$ cat src/hdl/tccw_pkg.sv
`timescale 1ns / 1ps
package tccw_pkg;

    localparam int COLUMNS    = 80;
    localparam int LINES      = 25;
    localparam int CELL_COUNT = COLUMNS * LINES;
    localparam int ADDR_W     = $clog2(CELL_COUNT);
    localparam int COL_W      = (COLUMNS > 1) ? $clog2(COLUMNS) : 1;
    localparam int ROW_W      = (LINES > 1) ? $clog2(LINES) : 1;
    localparam int CELL_W     = 16;
    localparam int OUT_COL_W  = 7;
    localparam int OUT_ROW_W  = 5;
    localparam int CFG_IDX_W  = 8;
    localparam int COLOR_W    = 4;

    localparam int SCROLL_END = CELL_COUNT - COLUMNS;

    localparam logic [7:0]        CH_BLANK   = 8'h20;
    localparam logic [7:0]        CH_NL      = 8'h0A;
    localparam logic [CELL_W-1:0] RESET_CELL = 16'h0720;

    localparam logic [1:0] CMD_PUT_CUR = 2'd0;
    localparam logic [1:0] CMD_PUT_AT  = 2'd1;
    localparam logic [1:0] CMD_CLEAR   = 2'd2;
    localparam logic [1:0] CMD_READ    = 2'd3;

    localparam logic [CFG_IDX_W-1:0] REG_FG = 8'd0;
    localparam logic [CFG_IDX_W-1:0] REG_BG = 8'd1;

    localparam logic [COLOR_W-1:0] FG_RESET = 4'd7;
    localparam logic [COLOR_W-1:0] BG_RESET = 4'd0;

    typedef struct packed {
        logic                we;
        logic [ADDR_W-1:0]   waddr;
        logic [CELL_W-1:0]   wdata;
        logic                re;
        logic [ADDR_W-1:0]   raddr;
    } t_mem_req;

    typedef struct packed {
        logic [OUT_ROW_W-1:0] row;
        logic [OUT_COL_W-1:0] col;
        logic [CELL_W-1:0]    cell_value;
    } t_result;

endpackage

$ cat src/hdl/tccw_ctrl.sv
`timescale 1ns / 1ps
module tccw_ctrl (
    input  logic                        i_clk,
    input  logic                        i_rst_n,
    input  logic                        i_s_tvalid,
    output logic                        o_s_tready,
    input  logic [1:0]                  i_cmd,
    input  logic [7:0]                  i_ch,
    input  logic [7:0]                  i_tcol,
    input  logic [7:0]                  i_trow,
    input  logic [7:0]                  i_attr,
    output tccw_pkg::t_mem_req          o_req,
    input  logic [tccw_pkg::CELL_W-1:0] i_rdata,
    output logic                        o_m_tvalid,
    input  logic                        i_m_tready,
    output tccw_pkg::t_result           o_res
);
    import tccw_pkg::*;

    localparam logic [2:0] S_INIT  = 3'd0;
    localparam logic [2:0] S_IDLE  = 3'd1;
    localparam logic [2:0] S_POINT = 3'd2;
    localparam logic [2:0] S_RDATA = 3'd3;
    localparam logic [2:0] S_SC_RD = 3'd4;
    localparam logic [2:0] S_SC_WR = 3'd5;
    localparam logic [2:0] S_FILL  = 3'd6;

    logic [2:0]        r_state,    n_state;
    logic [ADDR_W-1:0] r_addr,     n_addr;
    logic [COL_W-1:0]  r_col,      n_col;
    logic [ROW_W-1:0]  r_row,      n_row;
    logic [ADDR_W-1:0] r_row_base, n_row_base;
    logic [ADDR_W-1:0] r_cur_addr, n_cur_addr;
    logic [1:0]        r_cmd,      n_cmd;
    logic [7:0]        r_ch,       n_ch;
    logic              r_inr,      n_inr;
    logic              r_out_valid, n_out_valid;
    t_result           r_res,      n_res;

    logic              accept;
    logic              last_col;
    logic              last_row;
    logic [15:0]       lin;
    logic              in_range;
    logic [ADDR_W-1:0] addr_inc;
    logic              load_res;
    logic [CELL_W-1:0] res_value;
    logic [CELL_W-1:0] blank;
    logic [COL_W+OUT_COL_W-1:0] col_ext;
    logic [ROW_W+OUT_ROW_W-1:0] row_ext;

    assign o_s_tready = (r_state == S_IDLE) && (!r_out_valid || i_m_tready);
    assign accept     = i_s_tvalid && o_s_tready;
    assign last_col   = (r_col == COL_W'(COLUMNS - 1));
    assign last_row   = (r_row == ROW_W'(LINES - 1));
    assign lin        = 16'(i_trow) * 16'(COLUMNS) + 16'(i_tcol);
    assign in_range   = (16'(i_tcol) < 16'(COLUMNS)) && (16'(i_trow) < 16'(LINES));
    assign addr_inc   = r_addr + ADDR_W'(1);
    assign blank      = {i_attr, CH_BLANK};

    always_comb begin
        n_state     = r_state;
        n_addr      = r_addr;
        n_col       = r_col;
        n_row       = r_row;
        n_row_base  = r_row_base;
        n_cur_addr  = r_cur_addr;
        n_cmd       = r_cmd;
        n_ch        = r_ch;
        n_inr       = r_inr;
        n_out_valid = r_out_valid && !i_m_tready;
        n_res       = r_res;
        load_res    = 1'b0;
        res_value   = '0;
        o_req       = '0;

        unique case (r_state)
            S_INIT: begin
                o_req.we    = 1'b1;
                o_req.waddr = r_addr;
                o_req.wdata = RESET_CELL;
                n_addr      = addr_inc;
                if (r_addr == ADDR_W'(CELL_COUNT - 1)) begin
                    n_addr  = '0;
                    n_state = S_IDLE;
                end
            end
            S_IDLE: begin
                if (accept) begin
                    n_cmd = i_cmd;
                    n_ch  = i_ch;
                    n_inr = in_range;
                    unique case (i_cmd)
                        CMD_PUT_CUR: begin
                            if (i_ch != CH_NL) begin
                                o_req.we    = 1'b1;
                                o_req.waddr = r_cur_addr;
                                o_req.wdata = {i_attr, i_ch};
                            end
                            if (i_ch != CH_NL && !last_col) begin
                                n_col      = r_col + COL_W'(1);
                                n_cur_addr = r_cur_addr + ADDR_W'(1);
                                load_res   = 1'b1;
                            end else if (!last_row) begin
                                n_col      = '0;
                                n_row      = r_row + ROW_W'(1);
                                n_row_base = r_row_base + ADDR_W'(COLUMNS);
                                n_cur_addr = r_row_base + ADDR_W'(COLUMNS);
                                load_res   = 1'b1;
                            end else begin
                                n_col      = '0;
                                n_cur_addr = r_row_base;
                                n_addr     = '0;
                                n_state    = S_SC_RD;
                            end
                        end
                        CMD_PUT_AT, CMD_READ: begin
                            n_addr  = lin[ADDR_W-1:0];
                            n_state = S_POINT;
                        end
                        CMD_CLEAR: begin
                            n_col      = '0;
                            n_row      = '0;
                            n_row_base = '0;
                            n_cur_addr = '0;
                            n_addr     = '0;
                            n_state    = S_FILL;
                        end
                        default: ;
                    endcase
                end
            end
            S_POINT: begin
                if (r_cmd == CMD_READ && r_inr) begin
                    o_req.re    = 1'b1;
                    o_req.raddr = r_addr;
                    n_state     = S_RDATA;
                end else begin
                    if (r_cmd == CMD_PUT_AT && r_inr) begin
                        o_req.we    = 1'b1;
                        o_req.waddr = r_addr;
                        o_req.wdata = {i_attr, r_ch};
                    end
                    load_res = 1'b1;
                    n_state  = S_IDLE;
                end
            end
            S_RDATA: begin
                res_value = i_rdata;
                load_res  = 1'b1;
                n_state   = S_IDLE;
            end
            S_SC_RD: begin
                o_req.re    = 1'b1;
                o_req.raddr = r_addr + ADDR_W'(COLUMNS);
                n_state     = S_SC_WR;
            end
            S_SC_WR: begin
                o_req.we    = 1'b1;
                o_req.waddr = r_addr;
                o_req.wdata = i_rdata;
                n_addr      = addr_inc;
                if (r_addr == ADDR_W'(SCROLL_END - 1)) begin
                    n_state = S_FILL;
                end else begin
                    n_state = S_SC_RD;
                end
            end
            S_FILL: begin
                o_req.we    = 1'b1;
                o_req.waddr = r_addr;
                o_req.wdata = blank;
                n_addr      = addr_inc;
                if (r_addr == ADDR_W'(CELL_COUNT - 1)) begin
                    load_res = 1'b1;
                    n_state  = S_IDLE;
                end
            end
            default: begin
                n_state = S_INIT;
                n_addr  = '0;
            end
        endcase

        col_ext = {{OUT_COL_W{1'b0}}, n_col};
        row_ext = {{OUT_ROW_W{1'b0}}, n_row};
        if (load_res) begin
            n_out_valid      = 1'b1;
            n_res.cell_value = res_value;
            n_res.col        = col_ext[OUT_COL_W-1:0];
            n_res.row        = row_ext[OUT_ROW_W-1:0];
        end
    end

    always_ff @(posedge i_clk) begin
        if (!i_rst_n) begin
            r_state     <= S_INIT;
            r_addr      <= '0;
            r_col       <= '0;
            r_row       <= '0;
            r_row_base  <= '0;
            r_cur_addr  <= '0;
            r_out_valid <= 1'b0;
        end else begin
            r_state     <= n_state;
            r_addr      <= n_addr;
            r_col       <= n_col;
            r_row       <= n_row;
            r_row_base  <= n_row_base;
            r_cur_addr  <= n_cur_addr;
            r_out_valid <= n_out_valid;
        end
    end

    always_ff @(posedge i_clk) begin
        r_cmd <= n_cmd;
        r_ch  <= n_ch;
        r_inr <= n_inr;
        r_res <= n_res;
    end

    assign o_m_tvalid = r_out_valid;
    assign o_res      = r_res;

endmodule

$ cat config.mk
export PLATFORM = sky130hd
export DESIGN_NAME = tccw_ctrl
export DESIGN_NICKNAME = d
export VERILOG_FILES = /design/src/hdl/tccw_pkg.sv /design/src/hdl/tccw_ctrl.sv
export SDC_FILE = /design/constraint.sdc
export NUM_CORES = 1
export LEC_CHECK = 0
export BUFFER_PORTS_ARGS = -buffer_cell sky130_fd_sc_hd__buf_4
export CAP_MARGIN = 5
export CORE_ASPECT_RATIO = 0.5
export CORE_UTILIZATION = 49
export DETAILED_ROUTE_END_ITERATION = 10
export PLACE_DENSITY = 0.77
export SYNTH_ARGS = -nofsm -noshare
export SYNTH_HDL_FRONTEND = slang
export SYNTH_SLANG_ARGS = --single-unit
$ cat constraint.sdc
create_clock -name i_clk -period 2.75 [get_ports i_clk]
set_input_delay 0.275 -clock i_clk [delete_from_list [all_inputs] [get_ports i_clk]]
set_output_delay 0.275 -clock i_clk [all_outputs]
set_load 0.02 [all_outputs]
After elaboration in Yosys (flattened, before gate mapping)
Cells that the tools add are included.
- flip-flop bits (word level): 88
- output and inout port bits: 70
- add/sub/neg operators: 7
- $mul: 1
- $lt $le $gt $ge: 2
- equal/unequal tests: 21
- mux-type cells: 44
- bitwise gates (word level): 1
- reductions and logical operators: 23
- operators with widths (cell ; number):
    2-to-1 mux 28 bit ; 5
    one-hot mux 28 bit (5 select lines) ; 1
    2-to-1 mux 11 bit ; 7
    one-hot mux 11 bit (2 select lines) ; 2
    one-hot mux 11 bit (4 select lines) ; 1
    one-hot mux 11 bit (3 select lines) ; 1
    one-hot mux 12 bit (2 select lines) ; 1
    adder 11 x 1 -> 11 bit, second input constant ; 2
    adder 11 x 7 -> 11 bit, second input constant ; 2
    == test 11 bit, second input constant ; 2
    2-to-1 mux 7 bit ; 3
    2-to-1 mux 5 bit ; 4
    one-hot mux 3 bit (6 select lines) ; 1
    one-hot mux 7 bit (2 select lines) ; 1
    2-to-1 mux 12 bit ; 1
    2-to-1 mux 3 bit ; 4
    AND reduction 4 bit ; 3
    adder 11 x 8 -> 11 bit ; 1
    one-hot mux 5 bit (2 select lines) ; 1
    == test 3 bit, second input constant ; 3
    one-hot mux 3 bit (3 select lines) ; 1
    less-than comparator 8 x 5 -> 1 bit, second input constant ; 1
    less-than comparator 8 x 7 -> 1 bit, second input constant ; 1
    multiplier 8 x 3 -> 7 bit, second input constant ; 1
    other kinds (26) ; 49

Logic depth before layout (Yosys ltp)
Gate-level depths: netlist (run 1).
- depth in word-level cells: 8
- gate-level depth with buffers: 9
- gate-level depth less buffers: 9

Worst setup path after synthesis (run 1)
No wires, ideal clock.
- path kind: reg-to-reg
- start: register r_state[0]
- end: register r_res, in the netlist o_res[0] (enable)
- setup time: 0.385 ns
- arrival time: 2.363 ns
- data required time: 2.365 ns
- slack: 0.002 ns
- stages on the path, launching flop included: 7
- clock period less this slack: 2.748 ns
- cells stage by stage: dfxtp_1 -> or3b_1 -> buf_2 -> nor4_2 -> clkbuf_1 -> o21ai_0 -> nand2_1
- longest elaborated chain between the ends: 5
- elaborated cells between the ends (all ways): 8
- those cells by class: 4 x eq/ne; 2 x mux; 2 x reduce/logical
- ends and longest elaborated chain (item ; RTL line ; RTL):
    start: declaration ; tccw_ctrl.sv:28 ; logic [2:0] r_state, n_state;
    start signal: assignment ; tccw_ctrl.sv:205 ; r_state <= n_state;
    == test 3 x 1 -> 1 bit ; tccw_ctrl.sv:52, tccw_ctrl.sv:77 ;
    logical AND 1 bit ; tccw_ctrl.sv:52 ; assign o_s_tready = (r_state == S_IDLE) && (!r_out_valid || i_m_tready);
    logical AND 1 bit ; tccw_ctrl.sv:53 ; assign accept = i_s_tvalid && o_s_tready;
    2-to-1 mux 1 bit ; tccw_ctrl.sv:89 ; if (accept) begin
    one-hot mux 1 bit (4 select lines) (*) ; tccw_ctrl.sv:77 ; unique case (r_state)
    via load_res ; tccw_ctrl.sv:46 ; logic load_res;
    end signal: assignment ; tccw_ctrl.sv:219 ; r_res <= n_res;
    end: declaration ; tccw_ctrl.sv:38 ; t_result r_res, n_res;
The timed path passes the listed nets; every way through them passes the cells marked *.
A chain may end at the register's enable or synchronous reset.

==> flow_summary.toml, run 1 <==
[drt]
drt-wirelength-per-cell_um = 17.17
drtIter0Drc = 479
wl_um = 14270
drc = 0
num_vias = 4892
vias_per_cell = 5.887
drt_pass1_iterations = 6
drtAntennaViolNets = 0

[logic_synthesis]
yosysUniqueCellTypes = 63
syn_inst = 566
ys_ff_latch = 84
ys_warn_count = 0
ys.flop_type = "dfxtp_1"
synth_edf_count = 39
synth_top_area_share_pct = 23.31
syn_area_per_cell_um2 = 8.876
synth_largest_area_cell = "edfxtp_1"
synth-seq-area-share_pct = 41.25
synth_nets = 641
syn_area_um2 = 5024
ys_top_cells_by_area = "edfxtp_1 (23%), dfxtp_1 (18%), ha_1 (4.7%), o21ai_0 (4.6%), and2_1 (4.2%)"
ys_async_sr_fraction_pct = 0

[status]
outcome = "finished clean"

[timing]
finalClockSkew_ns = 0.008830
finalHoldViolations = 0
worst_slack_ns = 0.1655
setup_tns_ns = 0
setup_viol = 0
worstMarginPinSlew_ns = 0.7821
max_freq_mhz = 386.9
rsz0062_at_grt = "no"
finalCritPeriodShare_pct = 93.98
layout_min_cycle_time_ns = 2.584
slew_headroom_pct = 47.67
slew_violations = 0

[die]
rows = 25
die_y_um = 73.60
fp.dieW_um = 145.2
die-area_um2 = 10690
pin_count = 124
start_util_pct = 51.81
core_um2 = 9697

[setup_path]
critPathRequiredTime_ns = 2.48
worst_r2r_path_depth = 6
cp_slowest_cell = "dfxtp_1"
critPathMostFrequentCell = "buf_4"
cp_data_arrival_time_ns = 2.31
r2r-end = "r_row[3]"
r2r_start = "r_state[2]"
r2r_slack_ns = 0.36
end_kind = "output port"
max_stage_delay_ns = 0.46
crit_path_start_kind = "flip-flop"
crit_type = "reg2out"
crit_fanout = 15
startpoint = "r_state[2]"
crit_chain = "or3b_1 > buf_4 > nor4_4 > buf_4 > a22oi_1 > nand2_1 > buf_4"

[grt]
grt_pass1_wl_um = 22560
grt_antenna_before_repair = 0
grt_start_max_net_pins = 29
gr-total-overflow = 0
track_usage_pct = 27.01
first_global_vias = 4440

[clocking]
clock-sinks = 84
clockBufferDepth = 2
htree_levels = 3
cts_tree = "done"
clock_insertion_delay_worst_skew_ns = 0.34
cts-root-buf = "clkbuf_16"
cts-buffers-inserted = 9
clkTransAtPathRegs_ns = 0.06
post_cts.repair.setup_buffers = 0

[placed_design]
io_buffers = 123
gp_congestion = 0.9224
pre_cts_ws_ns = 0.3110
dp_hpwl_um = 10560

[power_and_ir_drop]
p_leak_uw = 0.002630
power_density_nw_per_um2 = 643.0
ir_drop_uv = 374.3
finalPower_uw = 4157

[min_path]
hold_end = "r_ch[4]"
hold_start = "i_ch[4]"
hold_depth = 1
hold_path_class = "in2reg"

[cells_and_area]
diodes = 0
final_util_pct = 66.67
final_layout_size_suffix_gt1_share_pct = 24.71
fillers = 831
fin_nets = 766
area_growth_syn_to_layout_pct = 28.69

[run]
drv_cap = 0
==> layout by cell type, fill, tap and decap left out, drive strengths merged, types with 4 or more instances in the layout <==
cell	n
nor2b	4
dfxtp	45
and2	34
a22o	20
clkinv	4
xor2	10
nor3	9
buf	144
ha	19
and3	10
nor2	45
a21o	5
nand3	14
edfxtp	39
o2bb2ai	6
nand2	56
a31oi	6
a22oi	10
clkbuf	11
o21ai	47
nand2b	8
inv	16
xnor2	10
nor3b	7
a21oi	41
nand4	9
nor4	8
o22ai	7
or2	4
==> flip-flops by register name, summed over array words and instances (netlist names) <==
| signal | count |
|---|---|
| r_cur_addr | 11 |
| r_inr | 1 |
| r_state | 3 |
| r_col | 7 |
| o_res | 28 |
| r_row | 5 |
| o_m_tvalid | 1 |
| r_ch | 8 |
| r_row_base | 7 |
| r_cmd | 2 |
| r_addr | 11 |
==> critical path: cells and delay by family, from the launching register on <==
| kind | cells | cell delay, ns |
|---|---|---|
| compound gates | 1 | 0.11 |
| buf+inv | 3 | 0.56 |
| flops | 1 | 0.46 |
| simple gates | 3 | 0.85 |
==> kinds of logic (layout without fill, tap and decap cells) <==
logic type / after synthesis / in the layout / synth area share [%]
muxes: 3 / 3 / 0.5978
DFF: 84 / 84 / 41.25
xor gates and xnor gates: 20 / 20 / 3.487
buffers and inverters: 46 / 176 / 3.636
and+or+nand+nor: 225 / 225 / 23.91
AOI/OAI and AO/OA: 167 / 167 / 21.59
adders and majority gates: 21 / 21 / 5.529
==> area by class of cell <==
type,count,area (um2),area share [%]
Multi-Input combinational cell,436,2783,43.04
Clock inverter,5,53.80,0.8322
Inverter,16,60.06,0.9290
Sequential cell,84,2073,32.07
Timing Repair Buffer,144,1094,16.92
Clock buffer,11,232.7,3.600
Tap cell,135,168.9,2.613
==> Yosys cell counts (all sizes together) (8+ instances only) <==
master	number
and2	34
xnor2	10
a22oi	10
nand2	56
a22o	20
edfxtp	39
a21oi	41
and3	10
ha	19
nor2	45
nand4	9
dfxtp	45
nor3	9
o21ai	47
nand3	14
xor2	10
nand2b	8
nor4	8
inv	16
clkbuf	27
==> repair_timing <==
item	CTS	global route
setup endpoints to repair	0	18
resized for setup	0	3
hold endpoints to repair	0	0
hold buffers	0	0
==> through the flow <==
stage | hold WS, ns | std cells | cell area [um2]
after detailed placement | 0.4768 | 815 | 6163
after floorplan | 0.3739 | 566 | 5024
after global routing | 0.1278 | 831 | 6465
after CTS | 0.1282 | 831 | 6450
after global placement | 0.4753 | 815 | 6163
final | 0.1348 | 831 | 6465
==> routing by layer <==
metal  part of all wire, %  routed length, um  GRT usage (%)  vias up
met4                   1.5                211          8.772        0
met5                     0                  0              0        -
met3                   9.2               1307          6.522       25
met2                    43               6136          40.65      248
met1                    46               6616          38.25     2279
li1                      -                  -              -     2340
==> power by group <==
part,total (uW),leakage (uW),switching (uW),internal (uW)
clock network,1180,0.000143,483,701
registers,1580,0.000729,110,1470
logic,1400,0.00176,826,570
total,4160,0.00263,1420,2740
==> how the worst max path moves through the flow <==
stage                end  cells past startpoint
4_1_cts        o_req[19]                      7
2_1_floorplan   o_res[0]                      6
3_5_place_dp    r_row[3]                      6
3_3_place_gp    r_col[0]                      7
5_1_grt        o_req[19]                      7
6_report       o_req[19]                      7
Note: power is estimated with default switching activity, not from simulation.
==> run 2, diff against run 1 <==
- CORE_UTILIZATION: 49 -> 54
- PLACE_DENSITY: 0.77 -> 0.81
- clock period: 2.75 -> 2.4 ns (I/O delays scaled with it)
==> run 2 against run 1 <==
Critical path depth is 1 lower. Via count rose by 4.7%. Global-route usage up 3.5 points. Register-to-register slack worse by 0.26 ns. First-iteration DRC count grew 16%. Highest routed layer unchanged. Clock skew hardly changed. Routed wire length grew 4.3%. Largest cell class unchanged. Die area down 9.1%. The flow now finishes with violations (design-rule violations). Clock power grew 22%.
==> flow_summary.toml, run 2 (same netlist as run 1, synthesis figures left out) <==
[status]
outcome = "complete, but fails checks"
violations = "design-rule violations"

[setup_path]
critPathRequiredTime_ns = 2.16
r2r_start = "r_state[1]"
r2r-end = "r_row[3]"
crit_type = "reg2out"
r2r_slack_ns = 0.10
cp_data_arrival_time_ns = 2.15
crit_path_start_kind = "flip-flop"
worst_r2r_path_depth = 6
startpoint = "r_state[1]"
crit_fanout = 6
end_kind = "output port"

[placed_design]
dpl_cell_area_um2 = 6241
dp_cells = 811
gp_congestion = 0.9095
dp_hpwl_um = 10620
io_buffers = 123

[grt]
grt_pass1_wl_um = 23360
first_global_vias = 4688
gr-total-overflow = 0
track_usage_pct = 30.46
grt_start_max_net_pins = 29
grt_antenna_before_repair = 0

[clocking]
clock-sinks = 84
cts-buffers-inserted = 9
clkTransAtPathRegs_ns = 0.06
clockBufferDepth = 2
cts.hold.buffers_added = 0
cts-root-buf = "clkbuf_16"
cts_tree = "done"
htree_levels = 3
clock_insertion_delay_worst_skew_ns = 0.35

[die]
die_y_um = 70.20
fp.dieW_um = 138.4
die-area_um2 = 9716
rows = 24
core_um2 = 8859
start_util_pct = 56.71
pin_count = 124

[min_path]
hold_end = "r_ch[3]"
hold_path_class = "in2reg"
hold_start = "i_ch[3]"
hold_depth = 1

[drt]
drt-wirelength-per-cell_um = 17.85
drtAntennaViolNets = 0
drt_pass1_iterations = 10
wl_um = 14880
drc = 23
num_vias = 5121
drtIter0Drc = 554
vias_per_cell = 6.140

[power_and_ir_drop]
p_sw_share_pct = 35.09
power_frac_comb_pct = 35.8
finalPower_uw = 5001
p_leak_uw = 0.002769
clockPowerShare_pct = 28.8
power_density_nw_per_um2 = 749.3
p_int_uw = 3246
power.share.sequential_pct = 35.4
ir_drop_uv = 484.5
p_switching_uw = 1755

[run]
drv_cap = 0

[timing]
fin_hold_ws_ns = 0.08720
setup_viol = 0
layout_min_cycle_time_ns = 2.387
worstMarginPinSlew_ns = 0.7879
finalCritPeriodShare_pct = 99.44
finalClockSkew_ns = 0.009224
finalHoldViolations = 0
max_freq_mhz = 419.0
slew_violations = 0
slew_headroom_pct = 47.28

[cells_and_area]
diodes = 0
area_growth_syn_to_layout_pct = 32.85
fin_cells = 834
final_cell_mix = "buf_4 (161), nand2_1 (55), o21ai_0 (46), nor2_1 (45), dfxtp_1 (43)"
layout_commonest_cell = "buf_4"
fin_area_um2 = 6674
largest_reg_flops = 28
fin_nets = 787
final_layout_size_suffix_gt1_share_pct = 27.75
-- run 2: metrics by stage --
step | utilization, % | setup TNS, ns | setup WS, ns
floorplan | - | 0 | 0.008279
finish | 75.34 | 0 | 0.01337
detailed placement | 70.45 | 0 | 0.09683
CTS | 74.24 | 0 | 0.005077
global placement | 70.45 | 0 | 0.1887
global route | 75.34 | -0.06369 | -0.02648
-- run 2: cell type report --
type / count / area, um2
well taps: 117 / 146.4
flip-flops and latches: 84 / 2079
fillers: 656 / 2185
clock inverters: 7 / 80.08
repair buffers: 164 / 1245
inverters: 16 / 60.06
multi-input cells: 437 / 2838
clock buffers: 9 / 225.2
-- run 2: how the worst max path moves through the flow --
stage                 endpoint  slack (ns)  cells after the start
global placement    r_addr[10]        0.19                     10
detailed placement  r_addr[10]         0.1                     10
floorplan             o_res[0]       0.008                      6
CTS                  o_req[39]       0.005                      6
global route         o_req[39]       -0.03                      6
finish               o_req[39]        0.01                      6
-- run 2: critical path: stages, from the launching register on --
cell and delay, ns:
dfxtp_4 0.38, buf_4 0.15, nand2b_4 0.08, and3b_2 0.26, or3_4 0.46, or2_2 0.30, buf_4 0.16
-- run 2: per-layer routing --
layer / wire length [um] / global-route usage (%)
met5: 0 / 0
met4: 150 / 8.864
met3: 1442 / 7.339
met2: 6643 / 48.34
met1: 6648 / 41.48
-- run 2: timing repair --
action                                  in CTS  in global routing
cloned                                       0                  1
endpoints found under the setup margin      25                 30
pin swaps                                    0                  4
gates resized for setup                      4                 12
buffers inserted                             2                  4
-- run 2: power groups by stage --
stage	registers (uW)	clock network, uW	logic (uW)
2_1_floorplan	1870	0	897
3_3_place_gp	1790	0	1610
3_5_place_dp	1800	0	1640
4_1_cts	1770	1450	1670
5_1_grt	1780	1490	1910
6_report	1770	1440	1790
